File: src/design/wcwes_pkg.sv
// Shared types and constants for the wheel command watchdog and ERPM frame sender.
// Holds operation and register codes, reset values and the controller/datapath
// command and status structs. No dependencies.
package wcwes_pkg;

    // Wheel count and the number of velocity inputs carried by a command
    localparam int WHEELS      = 4;
    localparam int VEL_INPUTS  = 4;
    localparam int WHEELS_USED = (WHEELS < VEL_INPUTS) ? WHEELS : VEL_INPUTS;
    localparam logic [1:0] LAST_WHEEL = 2'(WHEELS_USED - 1);

    // Field widths
    localparam int VEL_W   = 16;
    localparam int GAIN_W  = 24;
    localparam int MAX_W   = 31;
    localparam int PROD_W  = 40;
    localparam int ID_W    = 8;
    localparam int FRAME_ID_W = 29;

    // Rounding constant for the Q.16 product, half away from zero on the magnitude
    localparam logic [PROD_W-1:0] ROUND_HALF = 40'd32768;

    // Register reset values
    localparam logic [23:0] RST_ERPM_GAIN    = 24'd256;
    localparam logic [30:0] RST_MAX_ABS_ERPM = 31'd100000;
    localparam logic [31:0] RST_TIMEOUT_MS   = 32'd200;
    localparam logic [3:0]  RST_DIR_MASK     = 4'd0;
    localparam logic [31:0] RST_WHEEL_IDS    = 32'd0;
    localparam logic [7:0]  RST_PACKET_TYPE  = 8'd3;

    // Request operation codes
    typedef enum logic [1:0] {
        OP_NEW_CMD    = 2'd0,
        OP_INVALIDATE = 2'd1,
        OP_LINK       = 2'd2,
        OP_TICK       = 2'd3
    } op_t;

    // Configuration register indexes
    typedef enum logic [2:0] {
        CFG_ERPM_GAIN    = 3'd0,
        CFG_MAX_ABS_ERPM = 3'd1,
        CFG_TIMEOUT_MS   = 3'd2,
        CFG_DIR_MASK     = 3'd3,
        CFG_WHEEL_IDS    = 3'd4,
        CFG_PACKET_TYPE  = 3'd5
    } cfg_idx_t;

    // Controller states
    typedef enum logic [2:0] {
        ST_IDLE = 3'b001,
        ST_MUL  = 3'b010,
        ST_FIN  = 3'b100
    } state_t;

    // Controller to datapath commands
    typedef struct packed {
        logic       take;       // request accepted this cycle
        logic       mul;        // register the product for the current wheel
        logic       load;       // load the output register with a frame
        logic [1:0] wheel;      // current wheel
        logic       last;       // current wheel is the final one of the tick
    } ctrl_cmd_t;

    // Datapath to controller status
    typedef struct packed {
        logic out_free;         // output register can take a frame this cycle
    } dp_status_t;

endpackage

File: src/design/wcwes_ctrl.sv
// Controller for the wheel command watchdog and ERPM frame sender.
// Sequences one tick through a multiply and a finish step per wheel.
// Depends on wcwes_pkg.
module wcwes_ctrl (
    input  logic                   clk,
    input  logic                   rst_n,
    input  logic                   in_valid,
    input  logic [1:0]             op,
    output logic                   in_ready,
    output wcwes_pkg::ctrl_cmd_t   cmd,
    input  wcwes_pkg::dp_status_t  status
);

    wcwes_pkg::state_t state_reg;
    wcwes_pkg::state_t state_next;
    logic [1:0]        wheel_reg;
    logic [1:0]        wheel_next;
    logic              take;
    logic              is_last;

    // Take requests only when no tick is in progress
    assign in_ready = (state_reg == wcwes_pkg::ST_IDLE);
    assign take     = in_valid & in_ready;
    assign is_last  = (wheel_reg == wcwes_pkg::LAST_WHEEL);

    // Next state and commands
    always_comb
    begin
        state_next = state_reg;
        wheel_next = wheel_reg;
        cmd.take   = take;
        cmd.mul    = 1'b0;
        cmd.load   = 1'b0;
        cmd.wheel  = wheel_reg;
        cmd.last   = is_last;
        case (state_reg)
            wcwes_pkg::ST_IDLE:
            begin
                if (take && (op == wcwes_pkg::OP_TICK))
                begin
                    state_next = wcwes_pkg::ST_MUL;
                    wheel_next = 2'd0;
                end
            end
            wcwes_pkg::ST_MUL:
            begin
                cmd.mul    = 1'b1;
                state_next = wcwes_pkg::ST_FIN;
            end
            wcwes_pkg::ST_FIN:
            begin
                // Hold until the output register is free, then advance
                if (status.out_free)
                begin
                    cmd.load = 1'b1;
                    if (is_last)
                    begin
                        state_next = wcwes_pkg::ST_IDLE;
                    end
                    else
                    begin
                        wheel_next = wheel_reg + 2'd1;
                        state_next = wcwes_pkg::ST_MUL;
                    end
                end
            end
            default:
            begin
                state_next = wcwes_pkg::ST_IDLE;
            end
        endcase
    end

    // State registers
    always_ff @(posedge clk or negedge rst_n)
    begin
        if (!rst_n)
        begin
            state_reg <= wcwes_pkg::ST_IDLE;
            wheel_reg <= 2'd0;
        end
        else
        begin
            state_reg <= state_next;
            wheel_reg <= wheel_next;
        end
    end

endmodule

File: src/design/wcwes_dp.sv
// Datapath for the wheel command watchdog and ERPM frame sender.
// Holds configuration, the stored command, the scaling multiplier and the
// output frame register. Depends on wcwes_pkg.
module wcwes_dp (
    input  logic                   clk,
    input  logic                   rst_n,
    input  wcwes_pkg::ctrl_cmd_t   cmd,
    output wcwes_pkg::dp_status_t  status,
    input  logic [1:0]             op,
    input  logic signed [15:0]     velocity_0,
    input  logic signed [15:0]     velocity_1,
    input  logic signed [15:0]     velocity_2,
    input  logic signed [15:0]     velocity_3,
    input  logic                   command_valid,
    input  logic                   link_up,
    input  logic [31:0]            now_ms,
    input  logic                   motion_allowed,
    input  logic                   relay_stopping,
    input  logic                   cfg_valid,
    input  logic [2:0]             cfg_index,
    input  logic [31:0]            cfg_data,
    input  logic                   out_ready,
    output logic                   out_valid,
    output logic [28:0]            frame_id,
    output logic [31:0]            frame_data,
    output logic signed [31:0]     signed_erpm,
    output logic [1:0]             wheel_index,
    output logic                   zero_cycle_note,
    output logic [31:0]            rejected_count,
    output logic                   last
);

    // Configuration registers
    logic [wcwes_pkg::GAIN_W-1:0] gain_reg;
    logic [wcwes_pkg::MAX_W-1:0]  max_reg;
    logic [31:0]                  timeout_reg;
    logic [3:0]                   dir_reg;
    logic [31:0]                  ids_reg;
    logic [7:0]                   ptype_reg;

    // Command state
    logic [wcwes_pkg::VEL_W-1:0]  vel_reg [wcwes_pkg::VEL_INPUTS];
    logic [31:0]                  time_reg;
    logic                         received_reg;
    logic                         ok_reg;
    logic                         link_reg;
    logic [31:0]                  tally_reg;

    // Tick state
    logic                         usable_reg;
    logic                         stopping_reg;
    logic [wcwes_pkg::PROD_W-1:0] prod_reg;
    logic                         neg_reg;

    // Output register
    logic                         out_valid_reg;
    logic [28:0]                  frame_id_reg;
    logic [31:0]                  erpm_reg;
    logic [1:0]                   wheel_reg;
    logic                         note_reg;
    logic [31:0]                  count_reg;
    logic                         last_reg;

    logic [31:0]                  age;
    logic                         usable;
    logic [wcwes_pkg::VEL_W-1:0]  vsel;
    logic [wcwes_pkg::VEL_W-1:0]  vmag;
    logic                         vrev;
    logic [wcwes_pkg::PROD_W-1:0] rsum;
    logic [23:0]                  rnd;
    logic [wcwes_pkg::MAX_W-1:0]  mag;
    logic [31:0]                  erpm;
    logic [7:0]                   wheel_id;

    // Configuration writes; unknown indexes drop
    always_ff @(posedge clk or negedge rst_n)
    begin
        if (!rst_n)
        begin
            gain_reg    <= wcwes_pkg::RST_ERPM_GAIN;
            max_reg     <= wcwes_pkg::RST_MAX_ABS_ERPM;
            timeout_reg <= wcwes_pkg::RST_TIMEOUT_MS;
            dir_reg     <= wcwes_pkg::RST_DIR_MASK;
            ids_reg     <= wcwes_pkg::RST_WHEEL_IDS;
            ptype_reg   <= wcwes_pkg::RST_PACKET_TYPE;
        end
        else if (cfg_valid)
        begin
            case (cfg_index)
                wcwes_pkg::CFG_ERPM_GAIN:    gain_reg    <= cfg_data[23:0];
                wcwes_pkg::CFG_MAX_ABS_ERPM: max_reg     <= cfg_data[30:0];
                wcwes_pkg::CFG_TIMEOUT_MS:   timeout_reg <= cfg_data;
                wcwes_pkg::CFG_DIR_MASK:     dir_reg     <= cfg_data[3:0];
                wcwes_pkg::CFG_WHEEL_IDS:    ids_reg     <= cfg_data;
                wcwes_pkg::CFG_PACKET_TYPE:  ptype_reg   <= cfg_data[7:0];
                default:                     ;
            endcase
        end
    end

    // Watchdog: usable when linked, allowed, valid and no older than the timeout
    assign age    = now_ms - time_reg;
    assign usable = link_reg & motion_allowed & received_reg & ok_reg & (age <= timeout_reg);

    // Command store and tick capture
    always_ff @(posedge clk or negedge rst_n)
    begin
        if (!rst_n)
        begin
            for (int i = 0; i < wcwes_pkg::VEL_INPUTS; i++)
            begin
                vel_reg[i] <= '0;
            end
            time_reg     <= '0;
            received_reg <= 1'b0;
            ok_reg       <= 1'b0;
            link_reg     <= 1'b0;
            tally_reg    <= '0;
            usable_reg   <= 1'b0;
            stopping_reg <= 1'b0;
        end
        else if (cmd.take)
        begin
            case (op)
                wcwes_pkg::OP_NEW_CMD:
                begin
                    vel_reg[0]   <= velocity_0;
                    vel_reg[1]   <= velocity_1;
                    vel_reg[2]   <= velocity_2;
                    vel_reg[3]   <= velocity_3;
                    received_reg <= 1'b1;
                    ok_reg       <= command_valid;
                    if (command_valid)
                    begin
                        time_reg <= now_ms;
                    end
                    else
                    begin
                        tally_reg <= tally_reg + 32'd1;
                    end
                end
                wcwes_pkg::OP_INVALIDATE:
                begin
                    for (int i = 0; i < wcwes_pkg::VEL_INPUTS; i++)
                    begin
                        vel_reg[i] <= '0;
                    end
                    time_reg     <= '0;
                    received_reg <= 1'b0;
                    ok_reg       <= 1'b0;
                end
                wcwes_pkg::OP_LINK:
                begin
                    link_reg <= link_up;
                    // Drop the command on disconnect
                    if (!link_up)
                    begin
                        for (int i = 0; i < wcwes_pkg::VEL_INPUTS; i++)
                        begin
                            vel_reg[i] <= '0;
                        end
                        time_reg     <= '0;
                        received_reg <= 1'b0;
                        ok_reg       <= 1'b0;
                    end
                end
                wcwes_pkg::OP_TICK:
                begin
                    usable_reg   <= usable;
                    stopping_reg <= relay_stopping;
                end
                default: ;
            endcase
        end
    end

    // Multiply stage: magnitude of the velocity times the gain
    assign vsel = vel_reg[cmd.wheel];
    assign vmag = vsel[15] ? (~vsel + 16'd1) : vsel;
    assign vrev = dir_reg[cmd.wheel];

    always_ff @(posedge clk)
    begin
        if (cmd.mul)
        begin
            prod_reg <= 40'(vmag) * 40'(gain_reg);
            neg_reg  <= vsel[15] ^ vrev;
        end
    end

    // Finish stage: round, saturate, apply sign, zero when the command is not usable
    assign rsum = prod_reg + wcwes_pkg::ROUND_HALF;
    assign rnd  = rsum[39:16];
    assign mag  = (31'(rnd) > max_reg) ? max_reg : 31'(rnd);
    assign erpm = !usable_reg ? 32'd0 :
                  (neg_reg ? (32'd0 - {1'b0, mag}) : {1'b0, mag});
    assign wheel_id = ids_reg[8*cmd.wheel +: 8];

    // Output register valid
    always_ff @(posedge clk or negedge rst_n)
    begin
        if (!rst_n)
        begin
            out_valid_reg <= 1'b0;
        end
        else if (cmd.load)
        begin
            out_valid_reg <= 1'b1;
        end
        else if (out_ready)
        begin
            out_valid_reg <= 1'b0;
        end
    end

    // Output register payload
    always_ff @(posedge clk)
    begin
        if (cmd.load)
        begin
            frame_id_reg <= 29'({ptype_reg, wheel_id});
            erpm_reg     <= erpm;
            wheel_reg    <= cmd.wheel;
            note_reg     <= cmd.last & stopping_reg;
            count_reg    <= tally_reg;
            last_reg     <= cmd.last;
        end
    end

    assign status.out_free = !out_valid_reg || out_ready;

    assign out_valid       = out_valid_reg;
    assign frame_id        = frame_id_reg;
    assign frame_data      = erpm_reg;
    assign signed_erpm     = erpm_reg;
    assign wheel_index     = wheel_reg;
    assign zero_cycle_note = note_reg;
    assign rejected_count  = count_reg;
    assign last            = last_reg;

endmodule

File: src/design/wheel_command_watchdog_erpm_sender.sv
// Wheel command watchdog and set-RPM frame sender, top level.
// Joins the controller and datapath. Depends on wcwes_pkg, wcwes_ctrl, wcwes_dp.
//
// Requests on the input channel store a four-wheel command (op 0), invalidate it
// (op 1), update the agent link (op 2) or run a control tick (op 3). Ops 0 to 2
// produce no frames. A tick produces one set-RPM frame per wheel, the final one
// flagged by last; each frame passes through the 16x24 gain multiplier, then
// through rounding, saturation and loading of the output register, and a tick
// holds off the input channel until its last frame is loaded, longer when the
// output channel stalls. The watchdog age test uses the time sampled with the
// tick request. Configuration writes are always ready and should be made only
// while no tick is in progress.
module wheel_command_watchdog_erpm_sender (
    input  logic               clk,
    input  logic               rst_n,
    input  logic               in_valid,
    output logic               in_ready,
    input  logic [1:0]         op,
    input  logic signed [15:0] velocity_0,
    input  logic signed [15:0] velocity_1,
    input  logic signed [15:0] velocity_2,
    input  logic signed [15:0] velocity_3,
    input  logic               command_valid,
    input  logic               link_up,
    input  logic [31:0]        now_ms,
    input  logic               motion_allowed,
    input  logic               relay_stopping,
    output logic               out_valid,
    input  logic               out_ready,
    output logic [28:0]        frame_id,
    output logic [31:0]        frame_data,
    output logic signed [31:0] signed_erpm,
    output logic [1:0]         wheel_index,
    output logic               zero_cycle_note,
    output logic [31:0]        rejected_count,
    output logic               last,
    input  logic               cfg_valid,
    output logic               cfg_ready,
    input  logic [2:0]         cfg_index,
    input  logic [31:0]        cfg_data
);

    wcwes_pkg::ctrl_cmd_t  cmd;
    wcwes_pkg::dp_status_t status;

    assign cfg_ready = 1'b1;

    wcwes_ctrl u_ctrl (
        .clk      (clk),
        .rst_n    (rst_n),
        .in_valid (in_valid),
        .op       (op),
        .in_ready (in_ready),
        .cmd      (cmd),
        .status   (status)
    );

    wcwes_dp u_dp (
        .clk             (clk),
        .rst_n           (rst_n),
        .cmd             (cmd),
        .status          (status),
        .op              (op),
        .velocity_0      (velocity_0),
        .velocity_1      (velocity_1),
        .velocity_2      (velocity_2),
        .velocity_3      (velocity_3),
        .command_valid   (command_valid),
        .link_up         (link_up),
        .now_ms          (now_ms),
        .motion_allowed  (motion_allowed),
        .relay_stopping  (relay_stopping),
        .cfg_valid       (cfg_valid),
        .cfg_index       (cfg_index),
        .cfg_data        (cfg_data),
        .out_ready       (out_ready),
        .out_valid       (out_valid),
        .frame_id        (frame_id),
        .frame_data      (frame_data),
        .signed_erpm     (signed_erpm),
        .wheel_index     (wheel_index),
        .zero_cycle_note (zero_cycle_note),
        .rejected_count  (rejected_count),
        .last            (last)
    );

    // A frame is never loaded over one still waiting to be taken
    a_no_overwrite: assert property (@(posedge clk) disable iff (!rst_n)
        (out_valid && !out_ready) |-> !cmd.load)
        else $error("frame loaded over a pending frame");

    // Frames are produced only while the input channel is held off
    a_load_busy: assert property (@(posedge clk) disable iff (!rst_n)
        cmd.load |-> !in_ready)
        else $error("frame loaded while taking requests");

    // An accepted tick holds off the input channel next cycle
    a_tick_busy: assert property (@(posedge clk) disable iff (!rst_n)
        (in_valid && in_ready && (op == wcwes_pkg::OP_TICK)) |=> !in_ready)
        else $error("tick did not hold off requests");

    // The final frame addresses the last wheel, and only it carries the note
    a_last_frame: assert property (@(posedge clk) disable iff (!rst_n)
        (out_valid && (last || zero_cycle_note)) |->
            (last && (wheel_index == wcwes_pkg::LAST_WHEEL)))
        else $error("final frame flags inconsistent");

endmodule

File: config.mk
export PLATFORM = sky130hd
export DESIGN_NAME = wheel_command_watchdog_erpm_sender
export DESIGN_NICKNAME = d
export VERILOG_FILES = /design/src/design/wcwes_pkg.sv /design/src/design/wcwes_ctrl.sv /design/src/design/wcwes_dp.sv /design/src/design/wheel_command_watchdog_erpm_sender.sv
export SDC_FILE = /design/constraint.sdc
export NUM_CORES = 2
export LEC_CHECK = 0
export ABC_AREA = 1
export BUFFER_PORTS_ARGS = -buffer_cell sky130_fd_sc_hd__buf_2
export CAP_MARGIN = 20
export CORE_MARGIN = 5
export CORE_UTILIZATION = 45
export DETAILED_ROUTE_END_ITERATION = 7
export PLACE_DENSITY = 0.69
export SLEW_MARGIN = 20
export SYNTH_ARGS = -nofsm -noshare
export SYNTH_HDL_FRONTEND = slang
export SYNTH_SLANG_ARGS = --single-unit
File: constraint.sdc
create_clock -name clk -period 8.1 [get_ports clk]
set_input_delay 1.62 -clock clk [delete_from_list [all_inputs] [get_ports clk]]
set_output_delay 1.62 -clock clk [all_outputs]
set_load 0.005 [all_outputs]
# == Yosys cells after proc, flatten, opt, wreduce, memory -nomap -nowiden ==
# Cells that the tools add are included.
# classes
addsub,6
n_mul,1
div_mod_pow,0
order_cmp,4
eq_ne,17
shift,1
n_mux,29
bitwise,10
n_reduce_logical,22
# op_table
cell,count
case mux 64 bit (3 select lines),1
case mux 32 bit (3 select lines),1
two-way mux 32 bit,2
two-way mux 64 bit,1
two-way mux 31 bit,2
two-way mux 16 bit,3
adder 40 x 16 -> 40 bit (second input constant),1
multiplier 16 x 24 -> 40 bit,1
adder 32 x 1 -> 32 bit (second input constant),1
binary-select mux 16 bit (select 2 bit),1
less-or-equal comparator 32 bit,1
indexed part select 32 x 6 -> 8 bit,1
subtractor 1 x 31 -> 32 bit (first input constant),1
subtractor 32 bit,1
> comparator 24 x 31 -> 1 bit,1
AND reduction 2 bit,10
adder 16 x 1 -> 16 bit (second input constant),1
inverter 16 bit,1
inequality test 2 bit (second input constant),5
equality test 3 x 2 -> 1 bit (second input constant),3
equality test 3 bit (second input constant),3
case mux 3 bit (3 select lines),1
two-way mux 2 bit,4
AND reduction 4 bit,2
23 further kinds,41
# word_totals
reg_bits,395
latch_bits,0
mem_bits_rw,0
romBits,0
in_bits,142
output_inout_bits,132
word_cells,119
memories,0

# == Logic depth before layout (Yosys ltp) ==
# logic_depth
depth_word,8
depth_mapped,43
ltp_nobuf,39

# == Cells and area by module ==
# From an unflattened synthesis, not the netlist that was laid out.
# hier_totals
hier_cells,4031
hier_area_um2,32961.6
# by_module_without_submodules
mod,instances,cells_each,area_each_um2,seq_area_each_um2
wcwes_dp,1,3989,32646.3,9949.5
wcwes_ctrl,1,40,304.0,126.4
wheel_command_watchdog_erpm_sender,1,2,11.3,0.0

# == Least setup slack after synthesis ==
# Ideal clock, no wire load.
# synth_timing
path_kind,flip-flop to flip-flop
startpoint,register u_ctrl.wheel_reg[0]
endpoint,"register u_dp.prod_reg[38] in the netlist's numbering, data pin"
setup_ps,252
t_arrival_ps,7040
required_time_ps,7848
setup_slack_ps,807
stages_incl_launch_ff,41
path_buffers,5
synth_period_minus_slack_ps,7293
path_cell_list,dfrtp_1 -> buf_6 -> buf_6 -> buf_6 -> nand2_1 -> nand3_1 -> nand2_1 -> clkbuf_1 -> ha_1 -> inv_1 -> nor3_2 -> nand3_2 -> inv_2 -> nand3_1 -> nand3_1 -> nand2_1 -> inv_1 -> buf_2 -> [... 5 more ...] -> fa_1 -> fa_1 -> inv_1 -> fa_1 -> inv_1 -> ha_1 -> a21oi_1 -> inv_1 -> a31oi_1 -> o21ai_0 -> a21oi_1 -> o21ai_2 -> nand2_1 -> nand2_2 -> nand2_1 -> nand2_1 -> nand2_1 -> nand2_1
# synth_via
elab_chain_cells,8
# synth_rtl
item,line,text
from (decl),wcwes_ctrl.sv:16,logic [1:0] wheel_reg;
from (signal assigned),wcwes_ctrl.sv:85,wheel_reg <= wheel_next;
inverter 2 -> 3 bit (implied by the code) (*),wcwes_dp.sv:178,assign vsel = vel_reg[cmd.wheel];
binary-select mux 16 bit (select 2 bit) (*),wcwes_dp.sv:178,
two-way mux 16 bit (implied by the code) (*) (2 in a row),wcwes_dp.sv:178,
inverter 16 bit,wcwes_dp.sv:179,assign vmag = vsel[15] ? (~vsel + 16'd1) : vsel;
adder 16 x 1 -> 16 bit,wcwes_dp.sv:179,
two-way mux 16 bit (*),wcwes_dp.sv:179,
multiplier 16 x 24 -> 40 bit (*),wcwes_dp.sv:186,prod_reg <= 40'(vmag) * 40'(gain_reg);
to (signal assigned),wcwes_dp.sv:186,
to (decl),wcwes_dp.sv:52,logic [wcwes_pkg::PROD_W-1:0] prod_reg;
# Every way passes the cells marked *; elsewhere a longest branch is shown, timed or not. The select of a mux whose other input is x is not followed.
# A chain may end at the register's enable or synchronous reset.

# == Worst setup path after layout ==
# layout_timing
startpoint,register u_ctrl.wheel_reg[1]
endpoint,"register u_dp.prod_reg[36] in the netlist's numbering, data pin"
# Same word-level chain as after synthesis.

==> results.sh <==
export IMPL_outcome="completed"
export IMPL_dp_hpwl_mm=71.0
export IMPL_die_width_um=281
export IMPL_drc=0
export IMPL_cp_end_kind="flip-flop"
export IMPL_hold_viol=0
export IMPL_cp_max_fo=17
export IMPL_viasPerCell=5.24
export IMPL_cts_hold_buffers=0
export IMPL_gp_congestion=0.984
export IMPL_syn_inst=4034
export IMPL_start_util_pct=45.4
export IMPL_critPathKind="reg -> reg"
export IMPL_vias=27300
export IMPL_drive_above_1_share_pct=11.8
export IMPL_grt_pass1_wl_mm=147
export IMPL_clock_latency_ps=570
export IMPL_worst_hold_path_num_cells=0
export IMPL_synthFlopType="dfrtp_1"
export IMPL_clock_path_buffers=3
export IMPL_synth_top_area_share_pct=19.5
export IMPL_hp_class="reg -> reg"
export IMPL_dieArea_um2=78900
export IMPL_holdCritStartpoint="u_dp.ptype_reg[2]"
export IMPL_async_flop_share_pct=71.1
export IMPL_num_rows=99
export IMPL_slew_headroom_pct=32.0
export IMPL_tritoncts="yes"
export IMPL_area_growth_pct=10.5
export IMPL_syn_cell_area_um2=33000
export IMPL_synth_seq_cells=380
export IMPL_critPathArrivalTime_ps=7970
export IMPL_ys_top_cells_by_area="dfrtp_1 19%, fa_1 19%, nand2_1 10%"
export IMPL_core_um2=72800
export IMPL_cts_sinks=380
export IMPL_r2r_start="u_ctrl.wheel_reg[1]"
export IMPL_worst_slack_ps=436
export IMPL_largest_register_ffs=64
export IMPL_grt_antenna_before_repair=2
export IMPL_hold_worst_slack_ps=450
export IMPL_wl_mm=90.8
export IMPL_clock_root_buffer="clkbuf_16"
export IMPL_die_h_um=281
export IMPL_yosysSeqAreaShare_pct=30.5
export IMPL_fin_nets=4873
export IMPL_cp_num_buf_inv=8
export IMPL_grt_usage_pct=23.1
export IMPL_wire_per_inst_um=17.4
export IMPL_timing_final_crit_share_pct=94.6
export IMPL_cap_violations=0
export IMPL_synth_edff_count=110
export IMPL_rr_worst_depth=29
export IMPL_slowest_stage="fa_1"
export IMPL_crit_family="adder cells"
export IMPL_dp_slack_ps=303
export IMPL_setup_viol=0
export IMPL_postRouteAntennaNets=0
export IMPL_clk_pin_slew_worst_paths_ps=60
export IMPL_start_kind="flip-flop"
export IMPL_grt_overflow=0
export IMPL_grt_max_degree=154
export IMPL_boundaryPins=274
export IMPL_min_to="u_dp.frame_id[10]"
export IMPL_synth_cell_types=63
export IMPL_syn_avg_cell_area_um2=8.19
export IMPL_grt_pass1_vias=27600
export IMPL_worst_path_largest_cell_delay_ps=590
export IMPL_reg2reg_to="u_dp.prod_reg[36]"
export IMPL_drtIter0Drc=2119
export IMPL_worst_pin_slew_ps=1020
export IMPL_synth_warning_count=0
export IMPL_drt_pre_antenna_iters=6
export IMPL_synth_area_leader_cell="dfrtp_1"
export IMPL_reg2reg_slack_ps=440
export IMPL_fillers=6956
export IMPL_cts_htree_levels=2
export IMPL_finalCriticalPeriod_ps=7660
export IMPL_fmax_mhz=130
export IMPL_skew_ps=24.6
export IMPL_port_buffers=259
export IMPL_slew_violations=0
export IMPL_cts_buffers=40
export IMPL_cp_data_required_time_ps=8400
## metrics by stage
stage,util [%],cells,cell area (um^2),TNS (ps)
2_1_floorplan,-,4046,33100,0
3_5_place_dp,48.0,5126,35000,0
4_1_cts,49.8,5199,36300,0
5_1_grt,50.1,5211,36500,-1.44
6_report,50.1,5211,36500,0
3_3_place_gp,48.0,5126,35000,0
## cells in the final DEF (no fill, tap or decap), types with 9 or more instances in the layout
cell type  synthesis  layout
xnor2_1           23      23
clkinv_1           7      10
inv_1            735     730
ha_1             205     205
dfrtp_1          257     255
nand3_1          204     203
clkbuf_16          0      41
conb_1             2      14
nand2_1          884     882
o21ai_0          320     320
buf_4             51      51
buf_2             19     259
fa_1             306     306
nor3_1            33      31
o22ai_1           12      12
dfstp_2           13      13
clkbuf_1          96       9
edfxtp_1         110     110
o21a_1             9       9
a31oi_1           17      16
nand4_1           30      30
nor2_1           324     322
nor2_2            16      16
xor2_1            70      70
a21oi_1          128     126
nor2_4             7       9
nand2_2           18      19
## cells by family after synthesis
logic type      count (synthesis)  share of synthesized area, %
fa+ha+maj                     511                          26.3
buf+inv                       942                          11.7
xor+xnor                       93                          2.47
mux                             3                         0.102
other cells                     2                        0.0227
flops                         380                          30.5
compound gates                553                          9.15
simple gates                 1550                          19.7
## synth_stat cells (5+ instances only)
| cell | n |
|---|---|
| clkbuf_1 | 96 |
| o21ai_0 | 320 |
| o21a_1 | 9 |
| o21bai_1 | 6 |
| buf_6 | 15 |
| nand3_2 | 6 |
| ha_1 | 205 |
| nor2_1 | 324 |
| a21boi_0 | 5 |
| clkinv_1 | 7 |
| nor2_4 | 7 |
| o21ai_1 | 9 |
| nand2_1 | 884 |
| a21oi_1 | 128 |
| nor2_2 | 16 |
| inv_2 | 12 |
| xnor2_1 | 23 |
| dfrtp_1 | 257 |
| nand2_2 | 18 |
| fa_1 | 306 |
| nor3_1 | 33 |
| dfstp_2 | 13 |
| a21o_1 | 7 |
| a31oi_1 | 17 |
| buf_4 | 51 |
| a32oi_1 | 8 |
| nand3_1 | 204 |
| edfxtp_1 | 110 |
| buf_2 | 19 |
| o22ai_1 | 12 |
| nand4_1 | 30 |
| inv_1 | 735 |
| xor2_1 | 70 |
| a211oi_1 | 8 |
## layout make-up
type                            count  area, um^2  share of cell area (%)
Clock buffer                       54        1110                    3.05
Timing Repair Buffer              318        1820                    4.99
Clock inverter                     19         228                   0.624
Inverter                          756        2880                    7.88
Tap cell                          959        1200                    3.29
Antenna cell                        1        2.50                 0.00685
Multi-Input combinational cell   2724       19200                    52.6
Sequential cell                   380       10100                    27.6
## worst max path at each step
stage                                   start                 to  slack (ps)  depth (start not counted)
after global placement    u_ctrl.wheel_reg[0]  u_dp.prod_reg[38]         370                         35
after global routing      u_ctrl.wheel_reg[0]  u_dp.prod_reg[39]          -1                         37
after CTS                 u_ctrl.wheel_reg[0]  u_dp.prod_reg[38]         280                         33
final                     u_ctrl.wheel_reg[1]  u_dp.prod_reg[36]         440                         29
after detailed placement  u_ctrl.wheel_reg[0]  u_dp.prod_reg[38]         300                         33
after floorplan           u_ctrl.wheel_reg[0]  u_dp.prod_reg[38]         810                         40
## repair_timing
| item | CTS | global route |
|---|---|---|
| setup endpoints to repair | 0 | 19 |
| setup buffers | 0 | 9 |
| resized for setup | 0 | 23 |
## metal layers
metal | vias to the layer above | routed length, um | share of wire (%) | GRT usage, %
met3 | 196 | 6120 | 6.7 | 3.05
met2 | 931 | 43200 | 48 | 39.1
met4 | 0 | 3360 | 3.7 | 7.68
li1 | 12900 | - | - | -
met1 | 13300 | 38100 | 42 | 31.0
met5 | - | 0 | 0 | 0
Power is not shown: default switching activity piles up to over one toggle a cycle in this logic, so the estimate is an artifact.
